$ cat src/rtl/core/dllm_pkg.sv
// Shared types, constants and helpers for the doubly linked list manager.
`timescale 1ns / 1ps
`default_nettype none

package dllm_pkg;

  localparam int POOL_NODES   = 64;
  localparam int NODE_BITS    = $clog2(POOL_NODES);
  localparam int LINK_BITS    = NODE_BITS + 1;
  localparam int PAYLOAD_BITS = 32;
  localparam int OP_BITS      = 3;

  typedef logic [NODE_BITS-1:0]    node_t;
  typedef logic [LINK_BITS-1:0]    link_t;
  typedef logic [PAYLOAD_BITS-1:0] word_t;

  // A link equal to the pool size means no node
  localparam link_t LINK_NONE = link_t'(POOL_NODES);

  typedef enum logic [OP_BITS-1:0] {
    OP_INS_FRONT  = 3'd0,
    OP_INS_BACK   = 3'd1,
    OP_INS_AFTER  = 3'd2,
    OP_INS_BEFORE = 3'd3,
    OP_REM_FRONT  = 3'd4,
    OP_REM_BACK   = 3'd5,
    OP_REM_NODE   = 3'd6,
    OP_CLEAR      = 3'd7
  } op_t;

  // One write port per node store
  typedef struct packed {
    logic  prev_we;
    node_t prev_addr;
    link_t prev_link;
    logic  next_we;
    node_t next_addr;
    link_t next_link;
    logic  data_we;
    node_t data_addr;
    word_t data_word;
  } mem_wr_t;

  // Registered read data of all three stores at one slot
  typedef struct packed {
    link_t prev_link;
    link_t next_link;
    word_t data_word;
  } mem_rd_t;

  function automatic logic is_slot(link_t v);
    return v < LINK_NONE;
  endfunction

  function automatic link_t to_link(node_t n);
    return {1'b0, n};
  endfunction

endpackage

`default_nettype wire

$ cat src/rtl/core/dllm_if.sv
// Valid/ready channel interfaces for list operations and their results.
`timescale 1ns / 1ps
`default_nettype none

interface dllm_in_if;
  logic                        valid;
  logic                        ready;
  logic [dllm_pkg::OP_BITS-1:0] operation;
  dllm_pkg::node_t             node_index;
  dllm_pkg::node_t             anchor_index;
  dllm_pkg::word_t             payload;

  modport source (output valid, operation, node_index, anchor_index, payload, input ready);
  modport sink   (input valid, operation, node_index, anchor_index, payload, output ready);
endinterface

interface dllm_out_if;
  logic            valid;
  logic            ready;
  logic            removed_valid;
  dllm_pkg::node_t removed_node;
  dllm_pkg::word_t removed_data;
  logic            list_empty;

  modport source (output valid, removed_valid, removed_node, removed_data, list_empty,
                  input ready);
  modport sink   (input valid, removed_valid, removed_node, removed_data, list_empty,
                  output ready);
endinterface

`default_nettype wire

$ cat src/rtl/core/doubly_linked_list_manager.sv
// Top level: doubly linked list manager over a fixed pool of node slots.
//
//  channel   dir  handshake          payload
//  in_ch     in   valid/ready        operation, node_index, anchor_index, payload
//  out_ch    out  valid/ready        removed_valid, removed_node, removed_data, list_empty
//
// Each item passes through accept (slot read), link update and neighbor fix-up;
// the single write port of each node store is why link update and fix-up are separate.
// The result register frees the input side: a new item is accepted while a
// result waits, but after the fix-up cycle the sequencer waits until the
// result register is free, and the input stays not ready meanwhile.
// Reset (rst_n low, synchronous) empties the list; slot contents are kept and
// need no clearing pass.
`timescale 1ns / 1ps
`default_nettype none

module doubly_linked_list_manager (
  input wire logic     clk,
  input wire logic     rst_n,
  dllm_in_if.sink      in_ch,
  dllm_out_if.source   out_ch
);

  typedef enum logic [3:0] {
    ST_IDLE = 4'b0001,
    ST_LINK = 4'b0010,
    ST_FIX  = 4'b0100,
    ST_HOLD = 4'b1000
  } state_t;

  state_t            state_r, state_nxt;
  dllm_pkg::link_t   front_r, front_nxt;
  dllm_pkg::link_t   back_r, back_nxt;
  logic              out_valid_r, out_valid_nxt;

  dllm_pkg::op_t     op_r;
  dllm_pkg::node_t   node_r;
  dllm_pkg::node_t   anchor_r;
  dllm_pkg::word_t   data_r;
  logic              go_r;
  logic              res_valid_r, res_valid_nxt;
  dllm_pkg::node_t   res_node_r, res_node_nxt;

  logic              out_removed_valid_r;
  dllm_pkg::node_t   out_removed_node_r;
  dllm_pkg::word_t   out_removed_data_r;
  logic              out_list_empty_r;

  dllm_pkg::op_t     in_op;
  logic              in_acc;
  logic              in_go;
  logic              out_free;
  logic              out_load;
  dllm_pkg::node_t   rd_addr;
  dllm_pkg::mem_wr_t wr;
  dllm_pkg::mem_rd_t rd;
  dllm_pkg::link_t   nf, nb;

  assign in_op       = dllm_pkg::op_t'(in_ch.operation);
  assign in_ch.ready = (state_r == ST_IDLE);
  assign in_acc      = in_ch.valid && in_ch.ready;
  assign out_free    = !out_valid_r || out_ch.ready;

  // Pick the slot whose links the operation follows
  always_comb begin
    case (in_op)
      dllm_pkg::OP_REM_FRONT:
        rd_addr = front_r[dllm_pkg::NODE_BITS-1:0];
      dllm_pkg::OP_REM_BACK:
        rd_addr = back_r[dllm_pkg::NODE_BITS-1:0];
      dllm_pkg::OP_INS_AFTER, dllm_pkg::OP_INS_BEFORE:
        rd_addr = in_ch.anchor_index;
      default:
        rd_addr = in_ch.node_index;
    endcase
  end

  // End removals act only on a non-empty list
  always_comb begin
    case (in_op)
      dllm_pkg::OP_REM_FRONT: in_go = dllm_pkg::is_slot(front_r);
      dllm_pkg::OP_REM_BACK:  in_go = dllm_pkg::is_slot(back_r);
      default:                in_go = 1'b1;
    endcase
  end

  dllm_store u_store (
    .clk     (clk),
    .wr      (wr),
    .rd_en   (in_acc),
    .rd_addr (rd_addr),
    .rd      (rd)
  );

  // Sequencer: link update, then neighbor fix-up and result hand-off
  always_comb begin
    state_nxt     = state_r;
    front_nxt     = front_r;
    back_nxt      = back_r;
    res_valid_nxt = res_valid_r;
    res_node_nxt  = res_node_r;
    out_load      = 1'b0;
    wr            = '0;
    nf            = front_r;
    nb            = back_r;

    case (state_r)
      ST_IDLE: begin
        if (in_acc) begin
          state_nxt = ST_LINK;
        end
      end

      ST_LINK: begin
        state_nxt     = ST_FIX;
        res_valid_nxt = 1'b0;
        res_node_nxt  = '0;
        case (op_r)
          dllm_pkg::OP_INS_FRONT: begin
            wr.prev_we   = dllm_pkg::is_slot(front_r);
            wr.prev_addr = front_r[dllm_pkg::NODE_BITS-1:0];
            wr.prev_link = dllm_pkg::to_link(node_r);
            wr.next_we   = 1'b1;
            wr.next_addr = node_r;
            wr.next_link = front_r;
            wr.data_we   = 1'b1;
            wr.data_addr = node_r;
            wr.data_word = data_r;
            front_nxt    = dllm_pkg::to_link(node_r);
            if (!dllm_pkg::is_slot(back_r)) begin
              back_nxt = dllm_pkg::to_link(node_r);
            end
          end
          dllm_pkg::OP_INS_BACK: begin
            wr.next_we   = dllm_pkg::is_slot(back_r);
            wr.next_addr = back_r[dllm_pkg::NODE_BITS-1:0];
            wr.next_link = dllm_pkg::to_link(node_r);
            wr.prev_we   = 1'b1;
            wr.prev_addr = node_r;
            wr.prev_link = back_r;
            wr.data_we   = 1'b1;
            wr.data_addr = node_r;
            wr.data_word = data_r;
            back_nxt     = dllm_pkg::to_link(node_r);
            if (!dllm_pkg::is_slot(front_r)) begin
              front_nxt = dllm_pkg::to_link(node_r);
            end
          end
          dllm_pkg::OP_INS_AFTER: begin
            wr.prev_we   = 1'b1;
            wr.prev_addr = node_r;
            wr.prev_link = dllm_pkg::to_link(anchor_r);
            wr.next_we   = 1'b1;
            wr.next_addr = node_r;
            wr.next_link = rd.next_link;
            wr.data_we   = 1'b1;
            wr.data_addr = node_r;
            wr.data_word = data_r;
            if (back_r == dllm_pkg::to_link(anchor_r)) begin
              back_nxt = dllm_pkg::to_link(node_r);
            end
          end
          dllm_pkg::OP_INS_BEFORE: begin
            wr.next_we   = 1'b1;
            wr.next_addr = node_r;
            wr.next_link = dllm_pkg::to_link(anchor_r);
            wr.prev_we   = 1'b1;
            wr.prev_addr = node_r;
            wr.prev_link = rd.prev_link;
            wr.data_we   = 1'b1;
            wr.data_addr = node_r;
            wr.data_word = data_r;
            if (front_r == dllm_pkg::to_link(anchor_r)) begin
              front_nxt = dllm_pkg::to_link(node_r);
            end
          end
          dllm_pkg::OP_REM_FRONT: begin
            if (go_r) begin
              res_valid_nxt = 1'b1;
              res_node_nxt  = front_r[dllm_pkg::NODE_BITS-1:0];
              if (dllm_pkg::is_slot(rd.next_link)) begin
                front_nxt = rd.next_link;
              end else begin
                front_nxt = dllm_pkg::LINK_NONE;
                back_nxt  = dllm_pkg::LINK_NONE;
              end
            end
          end
          dllm_pkg::OP_REM_BACK: begin
            if (go_r) begin
              res_valid_nxt = 1'b1;
              res_node_nxt  = back_r[dllm_pkg::NODE_BITS-1:0];
              if (dllm_pkg::is_slot(rd.prev_link)) begin
                back_nxt = rd.prev_link;
              end else begin
                front_nxt = dllm_pkg::LINK_NONE;
                back_nxt  = dllm_pkg::LINK_NONE;
              end
            end
          end
          dllm_pkg::OP_REM_NODE: begin
            res_valid_nxt = 1'b1;
            res_node_nxt  = node_r;
            // Unhook from the previous neighbor
            wr.next_we    = dllm_pkg::is_slot(rd.prev_link);
            wr.next_addr  = rd.prev_link[dllm_pkg::NODE_BITS-1:0];
            wr.next_link  = rd.next_link;
            if (front_r == dllm_pkg::to_link(node_r)) begin
              nf = rd.next_link;
            end
            if (back_r == dllm_pkg::to_link(node_r)) begin
              nb = rd.prev_link;
            end
            if (!dllm_pkg::is_slot(nf) || !dllm_pkg::is_slot(nb)) begin
              front_nxt = dllm_pkg::LINK_NONE;
              back_nxt  = dllm_pkg::LINK_NONE;
            end else begin
              front_nxt = nf;
              back_nxt  = nb;
            end
          end
          dllm_pkg::OP_CLEAR: begin
            front_nxt = dllm_pkg::LINK_NONE;
            back_nxt  = dllm_pkg::LINK_NONE;
          end
          default: begin
          end
        endcase
      end

      ST_FIX: begin
        case (op_r)
          dllm_pkg::OP_INS_FRONT: begin
            wr.prev_we   = 1'b1;
            wr.prev_addr = node_r;
            wr.prev_link = dllm_pkg::LINK_NONE;
          end
          dllm_pkg::OP_INS_BACK: begin
            wr.next_we   = 1'b1;
            wr.next_addr = node_r;
            wr.next_link = dllm_pkg::LINK_NONE;
          end
          dllm_pkg::OP_INS_AFTER: begin
            wr.prev_we   = dllm_pkg::is_slot(rd.next_link);
            wr.prev_addr = rd.next_link[dllm_pkg::NODE_BITS-1:0];
            wr.prev_link = dllm_pkg::to_link(node_r);
            wr.next_we   = 1'b1;
            wr.next_addr = anchor_r;
            wr.next_link = dllm_pkg::to_link(node_r);
          end
          dllm_pkg::OP_INS_BEFORE: begin
            wr.next_we   = dllm_pkg::is_slot(rd.prev_link);
            wr.next_addr = rd.prev_link[dllm_pkg::NODE_BITS-1:0];
            wr.next_link = dllm_pkg::to_link(node_r);
            wr.prev_we   = 1'b1;
            wr.prev_addr = anchor_r;
            wr.prev_link = dllm_pkg::to_link(node_r);
          end
          dllm_pkg::OP_REM_FRONT: begin
            wr.prev_we   = go_r && dllm_pkg::is_slot(rd.next_link);
            wr.prev_addr = rd.next_link[dllm_pkg::NODE_BITS-1:0];
            wr.prev_link = dllm_pkg::LINK_NONE;
          end
          dllm_pkg::OP_REM_BACK: begin
            wr.next_we   = go_r && dllm_pkg::is_slot(rd.prev_link);
            wr.next_addr = rd.prev_link[dllm_pkg::NODE_BITS-1:0];
            wr.next_link = dllm_pkg::LINK_NONE;
          end
          dllm_pkg::OP_REM_NODE: begin
            // Unhook from the next neighbor
            wr.prev_we   = dllm_pkg::is_slot(rd.next_link);
            wr.prev_addr = rd.next_link[dllm_pkg::NODE_BITS-1:0];
            wr.prev_link = rd.prev_link;
          end
          default: begin
          end
        endcase
        if (out_free) begin
          out_load  = 1'b1;
          state_nxt = ST_IDLE;
        end else begin
          state_nxt = ST_HOLD;
        end
      end

      ST_HOLD: begin
        if (out_free) begin
          out_load  = 1'b1;
          state_nxt = ST_IDLE;
        end
      end

      default: begin
        state_nxt = ST_IDLE;
      end
    endcase
  end

  // Drop the result once taken, raise it on load
  always_comb begin
    out_valid_nxt = out_valid_r;
    if (out_ch.ready) begin
      out_valid_nxt = 1'b0;
    end
    if (out_load) begin
      out_valid_nxt = 1'b1;
    end
  end

  // Control state
  always_ff @(posedge clk) begin
    if (!rst_n) begin
      state_r     <= ST_IDLE;
      front_r     <= dllm_pkg::LINK_NONE;
      back_r      <= dllm_pkg::LINK_NONE;
      out_valid_r <= 1'b0;
    end else begin
      state_r     <= state_nxt;
      front_r     <= front_nxt;
      back_r      <= back_nxt;
      out_valid_r <= out_valid_nxt;
    end
  end

  // Capture the item at accept
  always_ff @(posedge clk) begin
    if (in_acc) begin
      op_r     <= in_op;
      node_r   <= in_ch.node_index;
      anchor_r <= in_ch.anchor_index;
      data_r   <= in_ch.payload;
      go_r     <= in_go;
    end
    res_valid_r <= res_valid_nxt;
    res_node_r  <= res_node_nxt;
  end

  // Result register
  always_ff @(posedge clk) begin
    if (out_load) begin
      out_removed_valid_r <= res_valid_r;
      out_removed_node_r  <= res_valid_r ? res_node_r : '0;
      out_removed_data_r  <= res_valid_r ? rd.data_word : '0;
      out_list_empty_r    <= !dllm_pkg::is_slot(front_r);
    end
  end

  assign out_ch.valid         = out_valid_r;
  assign out_ch.removed_valid = out_removed_valid_r;
  assign out_ch.removed_node  = out_removed_node_r;
  assign out_ch.removed_data  = out_removed_data_r;
  assign out_ch.list_empty    = out_list_empty_r;

endmodule

`default_nettype wire

$ cat src/rtl/core/dllm_store.sv
// Node slot store: previous links, next links and payloads, registered read.
`timescale 1ns / 1ps
`default_nettype none

module dllm_store (
  input  wire logic              clk,
  input  wire dllm_pkg::mem_wr_t wr,
  input  wire logic              rd_en,
  input  wire dllm_pkg::node_t   rd_addr,
  output dllm_pkg::mem_rd_t      rd
);

  dllm_pkg::link_t   prev_mem [dllm_pkg::POOL_NODES];
  dllm_pkg::link_t   next_mem [dllm_pkg::POOL_NODES];
  dllm_pkg::word_t   data_mem [dllm_pkg::POOL_NODES];
  dllm_pkg::mem_rd_t rd_r;

  // Write each store at its own address
  always_ff @(posedge clk) begin
    if (wr.prev_we) begin
      prev_mem[wr.prev_addr] <= wr.prev_link;
    end
    if (wr.next_we) begin
      next_mem[wr.next_addr] <= wr.next_link;
    end
    if (wr.data_we) begin
      data_mem[wr.data_addr] <= wr.data_word;
    end
  end

  // Read one slot from all stores, hold data until the next read
  always_ff @(posedge clk) begin
    if (rd_en) begin
      rd_r.prev_link <= prev_mem[rd_addr];
      rd_r.next_link <= next_mem[rd_addr];
      rd_r.data_word <= data_mem[rd_addr];
    end
  end

  assign rd = rd_r;

endmodule

`default_nettype wire

$ cat src/flat_wrapper.sv
// flat-port wrapper written by rule: the top's interface ports become plain ports
module doubly_linked_list_manager_flat 
  (clk, rst_n, in_ch_valid, in_ch_operation, in_ch_node_index, in_ch_anchor_index, in_ch_payload, in_ch_ready, out_ch_valid, out_ch_removed_valid, out_ch_removed_node, out_ch_removed_data, out_ch_list_empty, out_ch_ready);
  dllm_in_if in_ch_i ();
  dllm_out_if out_ch_i ();
  input wire logic clk;
  input wire logic rst_n;
  input wire logic [$bits(in_ch_i.valid)-1:0] in_ch_valid;
  input wire logic [$bits(in_ch_i.operation)-1:0] in_ch_operation;
  input wire logic [$bits(in_ch_i.node_index)-1:0] in_ch_node_index;
  input wire logic [$bits(in_ch_i.anchor_index)-1:0] in_ch_anchor_index;
  input wire logic [$bits(in_ch_i.payload)-1:0] in_ch_payload;
  output wire logic [$bits(in_ch_i.ready)-1:0] in_ch_ready;
  output wire logic [$bits(out_ch_i.valid)-1:0] out_ch_valid;
  output wire logic [$bits(out_ch_i.removed_valid)-1:0] out_ch_removed_valid;
  output wire logic [$bits(out_ch_i.removed_node)-1:0] out_ch_removed_node;
  output wire logic [$bits(out_ch_i.removed_data)-1:0] out_ch_removed_data;
  output wire logic [$bits(out_ch_i.list_empty)-1:0] out_ch_list_empty;
  input wire logic [$bits(out_ch_i.ready)-1:0] out_ch_ready;
  assign in_ch_i.valid = in_ch_valid;
  assign in_ch_i.operation = in_ch_operation;
  assign in_ch_i.node_index = in_ch_node_index;
  assign in_ch_i.anchor_index = in_ch_anchor_index;
  assign in_ch_i.payload = in_ch_payload;
  assign in_ch_ready = in_ch_i.ready;
  assign out_ch_valid = out_ch_i.valid;
  assign out_ch_removed_valid = out_ch_i.removed_valid;
  assign out_ch_removed_node = out_ch_i.removed_node;
  assign out_ch_removed_data = out_ch_i.removed_data;
  assign out_ch_list_empty = out_ch_i.list_empty;
  assign out_ch_i.ready = out_ch_ready;
  doubly_linked_list_manager u_core (.clk(clk), .rst_n(rst_n), .in_ch(in_ch_i), .out_ch(out_ch_i));
endmodule
$ cat config.mk
export PLATFORM = sky130hd
export DESIGN_NAME = doubly_linked_list_manager_flat
export DESIGN_NICKNAME = d
export VERILOG_FILES = /design/src/rtl/core/dllm_pkg.sv /design/src/rtl/core/dllm_if.sv /design/src/rtl/core/doubly_linked_list_manager.sv /design/src/rtl/core/dllm_store.sv /design/src/flat_wrapper.sv
export SDC_FILE = /design/constraint.sdc
export NUM_CORES = 2
export LEC_CHECK = 0
export BUFFER_PORTS_ARGS = -buffer_cell sky130_fd_sc_hd__buf_2
export CAP_MARGIN = 0
export CELL_PAD_IN_SITES_DETAIL_PLACEMENT = 1
export CELL_PAD_IN_SITES_GLOBAL_PLACEMENT = 1
export CORE_AREA = 2 2 472 474
export CTS_BUF_LIST = sky130_fd_sc_hd__clkbuf_2
export CTS_CLUSTER_SIZE = 8
export DETAILED_ROUTE_END_ITERATION = 6
export DIE_AREA = 0 0 474 476
export GPL_ROUTABILITY_DRIVEN = 0
export PLACE_DENSITY = 0.75
export REMOVE_ABC_BUFFERS = 1
export SYNTH_ARGS = -nofsm -noshare
export SYNTH_HDL_FRONTEND = slang
export SYNTH_HIERARCHICAL = 1
export SYNTH_SLANG_ARGS = --single-unit
$ cat constraint.sdc
create_clock -name clk -period 6.6 [get_ports clk]
set_input_delay 0.66 -clock clk [delete_from_list [all_inputs] [get_ports clk]]
set_output_delay 0.66 -clock clk [all_outputs]
set_load 0.005 [all_outputs]
==> key figures <==
Timing
  – Period minus WS final: 5.543 ns
  – Layout Skew: 0.1508 ns
  – Relative slew slack: 1.628%
  – Fin Hold WS: 0.2382 ns
  – Setup violators final: 0
  – Worst Max-Slew Pin Slew: 1.476 ns
  – Ratio of final minimum period to clock period: 83.99%
  – RSZ-0062 raised after global routing: no
  – Fin. max-slew vios: 0
  – Fin. Hold Viols: 0
  – F_max: 0.1804 GHz

Synth
  – Register bit total from synthesis: 3104
  – Post-synth EDFFs: 3085
  – Top area cells in the synthesized netlist: edfxtp_1 77%, mux4_2 12%, mux2i_1 2.2%
  – Synth top area share: 76.61%
  – Post-Synth Simple-Gate Area: 3.141%
  – Mapped Avg Cell Area: 20.66 um2
  – Yosys warns: 6
  – Synth cell types: 68
  – XOR/XNOR share of the synthesized area: 0.1811%
  – Cell taking the most area after synthesis: edfxtp_1
  – Largest family of logic cells by synthesized area: multiplexers
  – Synth Area in Compound Gates: 3.468%
  – Post-synthesis adder-cell area fraction: 0%
  – Cells after synthesis: 5853
  – Synth Cell Area: 120900 um2
  – Register area share after synthesis: 76.92%
  – Mux cell area share after synthesis: 14.63%
  – Synth Flop Type: edfxtp_1
  – Async S/R FF share, synth: 0%

Drt
  – DRT Wirelength: 351.6 mm
  – DRT iter0 DRCs: 8766
  – Routed Antenna Nets: 0
  – DR WL/cell: 34.44 um
  – Vias per cell: 6.532
  – DRT Pass-1 Iters: 5
  – Via Count: 66700
  – Detailed-route DRC error count: 0

Critical path
  – CP startpoint kind: register
  – Crit path DAT: 7.13 ns
  – CP Capture Type: register
  – Critical path class: reg2reg
  – WP data required: 8.19 ns
  – CP max FO: 21

Clocking
  – CTS Sinks: 3104
  – Clk_lat worst skew: 2.03 ns
  – Clock Path Buffers: 4
  – CTS tree: done
  – Max H-tree Level: 6
  – Clk root buf: clkbuf_2
  – Clock-pin slew on the worst setup and hold paths: 0.08 ns
  – CTS Buf Count: 751
  – Post-CTS setup buffers: 0

Floorplan
  – Site Rows: 173
  – Die Width: 474 um
  – Initial Util: 54.72%
  – CORE AREA: 221000 um2
  – Die area: 225600 um2
  – Die Y: 476 um
  – I/O Pins: 93

Power
  – Peak supply drop: 0.0002643 V
  – Sequential power share: 59.2%
  – Switching Fraction: 25.91%
  – Pwr/cell area: 272.7 nW/um2
  – Psw: 0.009456 W
  – P_int: 0.02705 W
  – Clock group share of total power: 34.2%
  – Combinational power share: 6.7%
  – P_leak: 37.11 nW

Run status
  – Status: complete, no violations

Layout
  – Most frequent cells in the layout: 3085 x edfxtp_1, 1071 x clkbuf_2, 628 x mux4_2, 260 x mux2i_1, 190 x nor2_1
  – Commonest non-fill, non-tap cell in the layout: edfxtp_1
  – Fin nets: 6739
  – Synthesis-to-layout area growth: 10.70%
  – Fraction of layout cells with a size suffix above 1: 31.61%
  – Final core area utilization: 60.57%

Global routing
  – Largest net degree at the start of global routing: 109
  – Total GRT Usage: 31.38%
  – Initial antenna violation count: 24
  – Global-route wire length before repair: 503.5 mm
  – Vias in the first global route: 70220
  – GRT overflow: 0

Min path
  – Hold Crit Class: in2reg

Place
  – HPWL after DPL: 208.2 mm
  – # port buffers: 92

Flow run
  – Max Cap Viol: 0
-- cell usage after synthesis (48+ instances only) --
| cell | count |
|---|---|
| o22ai_1 | 136 |
| a22oi_1 | 100 |
| clkbuf_1 | 169 |
| nor2_1 | 261 |
| edfxtp_1 | 3085 |
| a21oi_1 | 63 |
| o21ai_0 | 48 |
| mux4_2 | 628 |
| o221ai_1 | 48 |
| nand4_1 | 62 |
| mux2_2 | 84 |
| mux2i_1 | 260 |
| nand3_1 | 103 |
| nand2_1 | 167 |
| and3_1 | 49 |
| buf_2 | 108 |
-- through the flow --
step | instances | setup WS, ns | power (W) | instance area, um2 | TNS [ns]
floorplan | 5489 | -100.78 | 0.02586 | 119000 | -4614.41
global placement | 8763 | 1.422 | 0.02431 | 125900 | 0
detailed placement | 8763 | 1.330 | 0.02436 | 125900 | 0
CTS | 10200 | 1.216 | 0.03661 | 133800 | 0
global route | 10210 | 0.9408 | 0.03772 | 133900 | 0
finish | 10210 | 1.057 | 0.03650 | 133900 | 0
-- path summary, 6_finish.rpt --
path / from / end / slack, ns / depth (start not counted)
setup reg to reg: u_core/state_r[2] / u_core/u_store/data_mem[45][16] / 1.06 / 8
hold reg to reg: u_core/u_store/rd[22] / u_core/out_ch.removed_data[22] / 0.50 / 1
setup / recovery: u_core/state_r[2] / u_core/u_store/data_mem[45][16] / 1.06 / 8
hold / removal: out_ch_ready / u_core/state_r[3] / 0.24 / 5
-- power by group through the flow --
stage          combinational (W)  sequential, W  clock [W]
2_1_floorplan            0.00388         0.0220          0
3_3_place_gp             0.00227         0.0220          0
3_5_place_dp             0.00232         0.0220          0
4_1_cts                  0.00240         0.0216     0.0126
5_1_grt                  0.00252         0.0216     0.0136
6_report                 0.00243         0.0216     0.0125
-- cell families (layout without fill, tap and decap cells) --
group,Yosys count,in the layout
xor gates and xnor gates,25,25
and+or+nand+nor,793,793
AOI/OAI and AO/OA,583,583
muxes,972,972
DFF,3104,3104
buffers and inverters,376,1743
other,0,16
-- state kept, by name, indices dropped and copies added (netlist names), 3 cells and up --
register                    flops
u_core/u_store/data_mem      2048
u_core/u_store/next_mem       448
u_core/u_store/prev_mem       448
u_core/u_store/rd              46
u_core/data_r                  32
u_core/out_ch.removed_data     32
u_core/back_r                   7
u_core/front_r                  7
u_core/anchor_r                 6
u_core/node_r                   6
u_core/out_ch.removed_node      6
u_core/res_node_r               6
u_core/state_r                  4
u_core/op_r                     3
-- worst max-delay path, cell delays in order (launching register included) --
cell and delay (ns):
dfxtp_1 0.35, or4b_1 0.88, inv_2 0.16, nand2_1 0.56, inv_1 0.57, nor2b_1 0.41, nand3_1 0.81, nor2_4 1.01
buf_4 0.35
-- layout make-up --
type,instances,area (um2)
clock inverter,214,1112
inverter,12,45.04
tap,2975,3722
antenna,16,40.04
sequential,3104,93020
timing repair buffer,446,3824
clock buffer,1071,5360
fill,19130,87130
multi-input combinational,2373,26750
-- per-layer routing --
metal	global-route usage [%]	routed length, um
met1	42.28	131600
met2	49.69	169400
met3	7.491	36550
met4	13.12	14060
met5	0	43
-- repair_timing --
action / CTS / global route
gates resized for setup: 0 / 0
hold endpoints to repair: 222 / 0
hold buffers: 147 / 0
setup endpoints to repair: 0 / 0
(Power assumes the default switching activity.)
